$ cat config.mk
export PLATFORM = sky130hd
export DESIGN_NAME = vrfr_front
export DESIGN_NICKNAME = d
export VERILOG_FILES = /design/src/rtl/virtual_range_finder_raycast_core_defines.svh /design/src/rtl/vrfr_pkg.sv /design/src/rtl/vrfr_front.sv
export SDC_FILE = /design/constraint.sdc
export NUM_CORES = 1
export LEC_CHECK = 0
export ABC_AREA = 1
export BUFFER_PORTS_ARGS = -buffer_cell sky130_fd_sc_hd__buf_2
export CORE_MARGIN = 2
export CORE_UTILIZATION = 54
export CTS_BUF_LIST = sky130_fd_sc_hd__clkbuf_2 sky130_fd_sc_hd__clkbuf_4 sky130_fd_sc_hd__clkbuf_8
export DETAILED_ROUTE_END_ITERATION = 12
export PLACE_DENSITY = 0.82
export SYNTH_ARGS = -nofsm -noshare
export SYNTH_HDL_FRONTEND = slang
export SYNTH_SLANG_ARGS = --single-unit
$ cat constraint.sdc
create_clock -name clk -period 13.2 [get_ports clk]
set_clock_uncertainty 0.05 [all_clocks]
set_input_delay 2.64 -clock clk [delete_from_list [all_inputs] [get_ports clk]]
set_output_delay 2.64 -clock clk [all_outputs]
set_load 0.05 [all_outputs]
$ cat src/rtl/virtual_range_finder_raycast_core_defines.svh
// Assertion macros shared by the range finder RTL.
// Needs clk and rst_n in the scope where a macro is used.
`ifndef VIRTUAL_RANGE_FINDER_RAYCAST_CORE_DEFINES_SVH
`define VIRTUAL_RANGE_FINDER_RAYCAST_CORE_DEFINES_SVH

// same-cycle implication
`define VRFR_ASSERT_IMPL(lbl, ante, cons, msg) \
  lbl: assert property (@(posedge clk) disable iff (!rst_n) (ante) |-> (cons)) else $error(msg);

// next-cycle implication
`define VRFR_ASSERT_NXT(lbl, ante, cons, msg) \
  lbl: assert property (@(posedge clk) disable iff (!rst_n) (ante) |=> (cons)) else $error(msg);

`endif

$ cat src/rtl/vrfr_pkg.sv
// Shared constants, types and the sine table for the range finder core.
// No dependencies.
package vrfr_pkg;

  localparam int MAX_WALLS    = 64;
  localparam int WALL_AW      = $clog2(MAX_WALLS);
  localparam int WIDX_W       = 6;
  localparam int WCNT_W       = 7;
  localparam int COORD_BITS   = 16;
  localparam int DIFF_W       = COORD_BITS + 1;
  localparam int PROD_W       = 2 * DIFF_W;
  localparam int CROSS_W      = PROD_W + 2;
  localparam int ALT_W        = 16;
  localparam int ANG_W        = 16;
  localparam int TRIG_ENTRIES = 1024;
  localparam int TRIG_AW      = $clog2(TRIG_ENTRIES);
  localparam int TRIG_W       = 16;
  localparam int DEN_W        = 2 * TRIG_W;
  localparam int RANGE_W      = 15;
  localparam int CFG_DATA_W   = 15;
  localparam int CFG_IDX_W    = 2;
  localparam int OUT_W        = 16;
  localparam int UPN_W        = 18;
  localparam int DIV_W        = 52;
  localparam int DIV_QB       = 17;
  localparam int DIV_CW       = $clog2(DIV_QB + 1);
  localparam int Q14_SH       = 14;
  localparam int UP_SH        = 28;
  localparam int QDEPTH       = 2;
  localparam int QPTR_W       = $clog2(QDEPTH);
  localparam int QCNT_W       = $clog2(QDEPTH + 1);

  localparam logic [ANG_W-1:0] QUARTER = ANG_W'(16384);
  localparam logic [OUT_W-1:0] NO_HIT  = '1;

  localparam logic [CFG_IDX_W-1:0] REG_CEILING = CFG_IDX_W'(0);
  localparam logic [CFG_IDX_W-1:0] REG_RANGE   = CFG_IDX_W'(1);
  localparam logic [CFG_IDX_W-1:0] REG_WALLS   = CFG_IDX_W'(2);

  localparam logic [RANGE_W-1:0] RST_CEILING = RANGE_W'(2000);
  localparam logic [RANGE_W-1:0] RST_RANGE   = RANGE_W'(4000);
  localparam logic [WCNT_W-1:0]  RST_WALLS   = '0;

  localparam logic [63:0] TWO_PI_Q30 = 64'd6746518852;

  typedef enum logic {KIND_LOAD, KIND_QUERY} kind_t;

  typedef struct packed {
    kind_t                         kind;
    logic [WIDX_W-1:0]             wall_index;
    logic signed [COORD_BITS-1:0]  wall_x1;
    logic signed [COORD_BITS-1:0]  wall_y1;
    logic signed [COORD_BITS-1:0]  wall_x2;
    logic signed [COORD_BITS-1:0]  wall_y2;
    logic signed [COORD_BITS-1:0]  pos_east;
    logic signed [COORD_BITS-1:0]  pos_north;
    logic signed [ALT_W-1:0]       altitude;
    logic signed [ANG_W-1:0]       yaw;
    logic signed [ANG_W-1:0]       roll;
    logic signed [ANG_W-1:0]       pitch;
  } item_t;

  typedef struct packed {
    logic [RANGE_W-1:0] ceiling_height;
    logic [RANGE_W-1:0] ray_len;
    logic [WCNT_W-1:0]  wall_count;
  } cfg_t;

  typedef struct packed {
    logic              done;
    logic              ovf;
    logic [DIV_QB-1:0] quo;
  } div_res_t;

  typedef enum logic [3:0] {
    ST_IDLE, ST_ANG, ST_DIR, ST_RD, ST_PREP, ST_MUL, ST_CROSS, ST_RANGE,
    ST_TEST, ST_HDIV, ST_TILT, ST_TDIV, ST_UPM, ST_UPS, ST_UDIV, ST_OUT
  } bk_state_t;

  typedef logic signed [TRIG_W-1:0] sin_tab_t [TRIG_ENTRIES];

  // one series term step: t * x^2 in Q30
  function automatic logic [63:0] sq_step(input logic [63:0] t, input logic [63:0] x);
    return (((t * x) >> 30) * x) >> 30;
  endfunction

  // Taylor series sine, rounded to Q14
  function automatic logic signed [TRIG_W-1:0] series_sin(input int unsigned k);
    logic [63:0] p, r, x, term, sum, v;
    logic [1:0]  quad;
    p    = (64'(k) << 32) / 64'(TRIG_ENTRIES);
    quad = p[31:30];
    r    = p & 64'h3FFF_FFFF;
    if (quad[0]) r = 64'h4000_0000 - r;
    x    = (r * TWO_PI_Q30) >> 32;
    term = x;
    sum  = x;
    term = sq_step(term, x) / 64'd6;
    sum  = (sum >= term) ? sum - term : 64'd0;
    term = sq_step(term, x) / 64'd20;
    sum  = sum + term;
    term = sq_step(term, x) / 64'd42;
    sum  = (sum >= term) ? sum - term : 64'd0;
    term = sq_step(term, x) / 64'd72;
    sum  = sum + term;
    term = sq_step(term, x) / 64'd110;
    sum  = (sum >= term) ? sum - term : 64'd0;
    v    = (sum + 64'd32768) >> 16;
    if (v > 64'd16384) v = 64'd16384;
    return quad[1] ? -TRIG_W'(v) : TRIG_W'(v);
  endfunction

  function automatic sin_tab_t build_sin_tab();
    sin_tab_t t;
    for (int k = 0; k < TRIG_ENTRIES; k++) t[k] = series_sin(k);
    return t;
  endfunction

  localparam sin_tab_t SIN_TAB = build_sin_tab();

endpackage

$ cat src/rtl/vrfr_front.sv
// Front end: takes input items, tags load or query, queues them for the back end.
// Depends on vrfr_pkg.
module vrfr_front import vrfr_pkg::*; (
  input  logic                         clk,
  input  logic                         rst_n,
  input  logic                         in_valid,
  output logic                         in_stall,
  input  logic                         in_action,
  input  logic [WIDX_W-1:0]            in_wall_index,
  input  logic signed [COORD_BITS-1:0] in_wall_x1,
  input  logic signed [COORD_BITS-1:0] in_wall_y1,
  input  logic signed [COORD_BITS-1:0] in_wall_x2,
  input  logic signed [COORD_BITS-1:0] in_wall_y2,
  input  logic signed [COORD_BITS-1:0] in_pos_east,
  input  logic signed [COORD_BITS-1:0] in_pos_north,
  input  logic signed [ALT_W-1:0]      in_altitude,
  input  logic signed [ANG_W-1:0]      in_yaw,
  input  logic signed [ANG_W-1:0]      in_roll,
  input  logic signed [ANG_W-1:0]      in_pitch,
  output logic                         q_valid,
  output item_t                        q_item,
  input  logic                         q_pop
);

  item_t             qmem_r [QDEPTH];
  logic [QPTR_W-1:0] wr_ptr_r;
  logic [QPTR_W-1:0] rd_ptr_r;
  logic [QCNT_W-1:0] cnt_r;
  logic              push;
  item_t             new_item;

  assign in_stall = (cnt_r == QCNT_W'(QDEPTH));
  assign push     = in_valid && !in_stall;
  assign q_valid  = (cnt_r != '0);
  assign q_item   = qmem_r[rd_ptr_r];

  always_comb begin
    new_item.kind       = in_action ? KIND_QUERY : KIND_LOAD;
    new_item.wall_index = in_wall_index;
    new_item.wall_x1    = in_wall_x1;
    new_item.wall_y1    = in_wall_y1;
    new_item.wall_x2    = in_wall_x2;
    new_item.wall_y2    = in_wall_y2;
    new_item.pos_east   = in_pos_east;
    new_item.pos_north  = in_pos_north;
    new_item.altitude   = in_altitude;
    new_item.yaw        = in_yaw;
    new_item.roll       = in_roll;
    new_item.pitch      = in_pitch;
  end

  always_ff @(posedge clk) begin
    if (push) qmem_r[wr_ptr_r] <= new_item;
  end

  // pointers wrap naturally, depth is a power of two
  always_ff @(posedge clk) begin
    if (!rst_n) begin
      wr_ptr_r <= '0;
      rd_ptr_r <= '0;
      cnt_r    <= '0;
    end else begin
      if (push) wr_ptr_r <= wr_ptr_r + 1'b1;
      if (q_pop) rd_ptr_r <= rd_ptr_r + 1'b1;
      if (push && !q_pop) cnt_r <= cnt_r + 1'b1;
      else if (!push && q_pop) cnt_r <= cnt_r - 1'b1;
    end
  end

endmodule

# Yosys cells after proc, flatten, opt, wreduce, memory -nomap -nowiden
# Memories as Yosys holds them, arrays and structs flattened. A register that Yosys moved wholly into a read port is not among the register bits.
# Index checks and enable logic that the tools add are counted.
# word_totals
wordCells	24
n_memories	1
input_bits	171
ff_bits	4
out_inout_bits	169
ram_bits	334
# classes
eq_ne	1
mux	7
reduce_logical	8
n_addsub	4
# memory_table
name	depth	width	rd	rd_ports_with_merged_regs	wr	line_no	source
qmem_r	2	167	1	1	1	vrfr_front.sv:25	item_t qmem_r [QDEPTH];
# op_table
op	count
$mux 1	5
$mux 2	2
$reduce_bool 2->1	2
$logic_and 1x1->1	3
$logic_not 1->1	3
$add 1x1->1 const B	2
$add 2x1->2 const B	1
$eq 2x2->1 const B	1
$sub 2x1->2 const B	1

# Logic depth before layout (Yosys ltp)
# Gate-level depths: netlist (run 1).
# logic_depth
ltp_word	7
ltp_mapped	10
ltp_nobuf	10

# Least setup slack after synthesis (run 1)
# OpenSTA, ideal clock, no wires.
# synth_timing
kind	input to register
startpoint	input in_valid
endpoint	memory qmem_r[0][0] (netlist bit), enable pin
stages	2
arrival_ns	9.723
required_ns	12.453
path_slack_ns	2.730
setup_ns	0.697
n_path_buf	0
cell_sequence	o21ai_0 nor2_1
# synth_between
elab_chain_len	3
# synth_rtl
element	line_no	source
start: declaration	vrfr_front.sv:6	input logic in_valid,
$logic_and 1x1->1	vrfr_front.sv:33	assign push = in_valid && !in_stall;
$mux 1	vrfr_front.sv:53	if (push) qmem_r[wr_ptr_r] <= new_item;
$mux 1 (not written as such)	vrfr_front.sv:53	
end: declaration	vrfr_front.sv:25	
# No other way between the ends.

==> results.cfg, run 1 <==
[pwr]
switching_share_pct = 27.8
clockPowerShare_pct = 32.0
power_density_mw_per_mm2 = 167
seq_power_share_pct = 49.5
p_int_mw = 1.91
leakagePower_nw = 6.29
max-vdd-ir-drop_mv = 0.136
pwr-share-comb_pct = 18.5
p_switching_uw = 737
p_total_mw = 2.65

[detailed_routing]
wl_um = 24500
vias_per_cell = 4.97
firstDrtPassIters = 4
final_antenna_net_count = 0
num_vias = 6467
wl_per_cell_um = 18.8
drt_iter0_drc = 351
drcViolationCount = 0

[place]
pre_cts_slack_ns = 7.67
dp_hpwl_um = 16600
gp_congestion = 0.781
io_buffer_count = 339

[global_routing]
grt_overflow_total = 0
grt_pass1_vias = 6527
antenna_found_initial = 7
grt_pass1_wl_um = 34300
grt.total_usage_pct = 18.3
grt_max_degree = 80

[floorplan]
start_util_pct = 54.8
die_area_sq_mm = 0.0250
die_h_um = 158
rows = 56
num_io_pins = 340
fp.coreArea_sq_mm = 0.0234
die_w_um = 158

[clocking]
clock_sinks = 339
cts_root_buf = clkbuf_8
cts.repair.resized = 0
clock_latency_ns = 0.53
clk_path_buf_depth = 3
cts_buffers = 51
cts_hold_buf = 0
htreeDepth = 2
cts_tree = done
postCtsSetupBuffers = 0
clk_pin_slew_worst_paths_ns = 0.06

[setup_path]
arrival_ns = 3.37
crit_buf_inv = 3
cp_max_fo = 51
path_class = register to primary output
regToRegEndpoint = qmem_r[1][25]
cp.required_ns = 10.51
cp_top_family = buffers and inverters
slowest_stage = buf_4
worstPathCellList = buf_4, buf_4, mux2_4, buf_2
r2r_cells = 3
cp_common_cell = buf_4
cp_slowest_stage_delay_ns = 0.80
r2r_setup_slack_ns = 10.35
r2r_start = cnt_r[0]
crit_path_end_kind = primary output
cp-start-kind = register

[synthesis]
netlist_instances = 556
syn-num-nets = 728
avgSynthCellArea_sq_um = 23.1
synth_seq_cells = 339
ys_warn_count = 0
yosysUniqueCellTypes = 14
seq_area_frac_synth_pct = 79.0
syn_area_sq_mm = 0.0128

[sta]
worst_pin_slew_ns = 1.07
setup_ws_ns = 7.14
finalMaxSlewViolations = 0
setup_viol = 0
fin_crit_sh_pct = 45.9
fin_setup_tns_ns = 0
slew_headroom_pct = 29.0
fmax_ghz = 0.165
hold_ws_ns = 0.480
hold_violations = 0
layout_min_cycle_time_ns = 6.06
rsz0062_at_grt = false

[hold_path]
hp-class = register to register
holdPathStages = 2
hp-start = rd_ptr_r

[cells_and_area]
post-route-util_pct = 67.7
area_growth_pct = 23.6
drive_gt1_share_pct = 61.2
nFillCells = 1596
nNetsFinal = 1108

[run]
maxCapViolCount = 0

[outcome]
status = completed
==> logic make-up after synthesis <==
kind of cell | synth area share, %
DFF | 79.0
muxes | 18.5
buffers and inverters | 1.76
adders and majority gates | 0.0975
AOI/OAI and AO/OA | 0.156
and+or+nand+nor | 0.556
==> how the worst max path moves through the flow <==
stage                   endpoint  slack [ns]  depth (start not counted)
global route          q_item[79]        6.96                          4
floorplan           qmem_r[0][0]        2.73                          2
finish                q_item[82]        7.14                          4
global placement      q_item[82]        7.70                          4
CTS                   q_item[82]        7.06                          4
detailed placement    q_item[82]        7.67                          4
==> cell usage in the layout (no fill, tap or decap), drive strengths merged <==
master / count
buf: 346
edfxtp: 334
mux2: 167
clkbuf: 70
clkinv: 19
nor2: 9
inv: 8
diode: 7
nand2: 7
dfxtp: 5
o21ai: 3
bufinv: 3
a21oi: 1
nand3: 1
nand4: 1
ha: 1
==> sequential cells by signal (all words and copies together) (netlist names), named ones only <==
name      flops
rd_ptr_r      1
wr_ptr_r      1
cnt_r         2
qmem_r      334
==> worst min-delay path, cell delays in order, from the launching register on <==
cell and delay [ns]:
dfxtp_1 0.34, nor2_1 0.06, nor2_1 0.09
==> cell usage after synthesis, drive strengths merged <==
master | count | area (sq um)
inv | 8 | 30.0
o21ai | 3 | 15.0
mux2 | 167 | 2370
nand4 | 1 | 6.26
a21oi | 1 | 5.00
nor2 | 9 | 33.8
nand3 | 1 | 5.00
ha | 1 | 12.5
dfxtp | 5 | 100
edfxtp | 334 | 10000
nand2 | 7 | 26.3
buf | 19 | 195
==> layer usage <==
metal	routed length (um)	GRT usage, %	share of wire (%)
met1	9240	21.4	38
met2	12300	31.4	50
met3	2260	6.00	9.2
met4	726	7.38	3.0
met5	11	0	0.045
==> area by class of cell <==
type	instances	area (sq um)	share of cell area [%]
Clock inverter	22	175	1.11
Tap cell	319	399	2.52
Sequential cell	339	10100	63.9
Clock buffer	70	857	5.41
Timing Repair Buffer	346	1750	11.0
Multi-Input combinational cell	190	2490	15.7
Inverter	8	30.0	0.189
Antenna cell	7	17.5	0.111
==> through the flow <==
step,cells,cell area (sq um)
after floorplan,556,12800
after global placement,1202,14800
after detailed placement,1202,14800
after CTS,1294,15800
after global routing,1299,15800
final,1301,15800
==> power by group through the flow <==
stage,Combinational (mW),Sequential (mW),Clock [mW]
2_1_floorplan,0.386,1.35,0
3_3_place_gp,0.485,1.33,0
3_5_place_dp,0.493,1.33,0
4_1_cts,0.494,1.31,0.870
5_1_grt,0.512,1.32,0.909
6_report,0.489,1.31,0.847
(Power assumes the default switching activity.)
==> run 2: changes to the inputs <==
ABC_AREA = 0   (was 1)
clock period = 5.6 ns   (was 13.2 ns; I/O delays follow)
==> results.cfg, run 2 <==
[cells_and_area]
largest_reg_flops = 334
nNetsFinal = 1100
final_common_cell = buf_2
stdcell_area_sq_mm = 0.0159
area_growth_pct = 23.7
largest_register = qmem_r
nFillCells = 1591
drive_gt1_share_pct = 61.5
layout_common_cells = 339 x buf_2, 334 x edfxtp_1, 130 x mux2_4
top_regs = qmem_r: 334 flops, cnt_r: 2 flops

[global_routing]
antenna_found_initial = 11
grt_max_degree = 169
grt_pass1_vias = 6410
grt_overflow_total = 0
grt.total_usage_pct = 18.2
grt_pass1_wl_um = 34400

[place]
io_buffer_count = 339
gp_congestion = 0.736
place_area_sq_mm = 0.0149
dp_hpwl_um = 15900
pre_cts_slack_ns = 2.34

[sta]
finalMaxSlewViolations = 0
fmax_ghz = 0.260
setup_ws_ns = 1.75
slew_headroom_pct = 28.3
fin_crit_sh_pct = 68.8
worst_pin_slew_ns = 1.07
layout_min_cycle_time_ns = 3.85
setup_viol = 0
hold_violations = 0
rsz0062_at_grt = false

[clocking]
htreeDepth = 2
postCtsSetupBuffers = 0
clock_latency_ns = 0.56
cts_tree = done
clock_sinks = 339
cts_hold_buf = 0
cts_buffers = 53
clk_pin_slew_worst_paths_ns = 0.06
cts.repair.resized = 0
clk_path_buf_depth = 3
cts_root_buf = clkbuf_8

[synthesis]
synth_top_cells_by_area = edfxtp_1 78%, mux2_4 15%, mux2_2 3.2%, buf_6 1.4%, dfxtp_1 0.78%
syn_area_sq_mm = 0.0128
netlist_instances = 545
synth_ff_type = edfxtp_1
synth_seq_cells = 339
syn-num-nets = 717
avgSynthCellArea_sq_um = 23.5
synthArstFlopShare_pct = 0
seq_area_frac_synth_pct = 79.0
ys_warn_count = 0
synth_edf_count = 334
synthTopCellsByCount = 334 x edfxtp_1, 130 x mux2_4, 37 x mux2_2, 16 x buf_6, 5 x dfxtp_1
yosysUniqueCellTypes = 20
yosysMostFrequentCell = edfxtp_1
synth_top_area_share_pct = 78.2
yosysTopAreaCell = edfxtp_1

[floorplan]
die_h_um = 158
fp.coreArea_sq_mm = 0.0234
die_area_sq_mm = 0.0250
die_w_um = 158
rows = 56
start_util_pct = 54.8
num_io_pins = 340

[hold_path]
hp-class = register to register
hp-start = cnt_r[1]

[detailed_routing]
wl_per_cell_um = 18.9
drt_iter0_drc = 372
firstDrtPassIters = 4
num_vias = 6420
final_antenna_net_count = 0
wl_um = 24500
drcViolationCount = 0
vias_per_cell = 4.96

[setup_path]
cp_max_fo = 64
cp-start-kind = register
arrival_ns = 2.68
cp.required_ns = 4.43
path_class = register to primary output
r2r_start = cnt_r[0]
crit_path_end_kind = primary output

[pwr]
leakagePower_nw = 6.25
power_density_mw_per_mm2 = 411
max-vdd-ir-drop_mv = 0.350

[run]
maxCapViolCount = 0

[outcome]
status = completed
## run 2: cell types whose count changed after synthesis, moves of 2 or more
cell,previous run,this run
a21boi_0,0,2
and2_1,0,3
inv_1,8,3
nand2_1,7,0
nor2_1,9,1
o21ai_0,3,1
xor2_1,0,2
## run 2: cell families (layout without fill, tap and decap cells)
group / after synthesis / count (layout) / synth area share (%)
DFF: 339 / 339 / 79.0
muxes: 167 / 167 / 18.5
buffers and inverters: 22 / 447 / 1.61
and+or+nand+nor: 9 / 9 / 0.420
AOI/OAI and AO/OA: 4 / 4 / 0.215
xor gates and xnor gates: 3 / 3 / 0.205
adders and majority gates: 1 / 1 / 0.0975
other: 0 / 6 / 0
## run 2: worst paths after layout
kind | depth (start not counted) | to | slack [ns]
setup / recovery | 3 | q_item[59] | 1.75
setup reg to reg | 4 | qmem_r[0][21] | 3.47
hold reg to reg | 2 | cnt_r[1] | 0.48
hold / removal | 2 | cnt_r[1] | 0.48
## run 2: per-layer routing
layer / vias to the layer above / track usage, % / part of all wire, %
li1: 2960 / - / -
met1: 3161 / 21.2 / 38
met2: 257 / 31.2 / 52
met3: 36 / 6.54 / 8.2
met4: 6 / 6.35 / 1.6
met5: - / 0 / 0.17
## run 2: area by class of cell
class,instances,area (sq um),area share [%]
sequential,339,10100,63.9
multi-input combinational,184,2500,15.8
timing repair buffer,347,1790,11.3
clock buffer,70,870,5.48
tap,319,399,2.52
clock inverter,27,120,0.757
inverter,3,23.8,0.150
antenna,6,15.0,0.0947
## run 2: critical path, stage by stage (launching register included)
cell and delay (ns):
dfxtp_4 1.00, buf_12 0.41, mux2_4 0.35, buf_2 0.21
## run 2: where the power goes
| group | switching (mW) | internal (mW) | total, mW |
|---|---|---|---|
| logic | 1.01 | 0.437 | 1.44 |
| clock network | 0.897 | 1.01 | 1.91 |
| registers | 0.0844 | 3.09 | 3.17 |
## run 2: metrics by stage
step,utilization [%],power [mW],TNS (ns),hold WS [ns],instances
floorplan,-,4.38,-5.14,0.417,545
global placement,63.5,4.64,0,0.439,1192
detailed placement,63.5,4.67,0,0.482,1192
CTS,67.7,6.59,0,0.485,1289
global route,67.8,6.77,0,0.537,1294
finish,67.8,6.52,0,0.479,1295
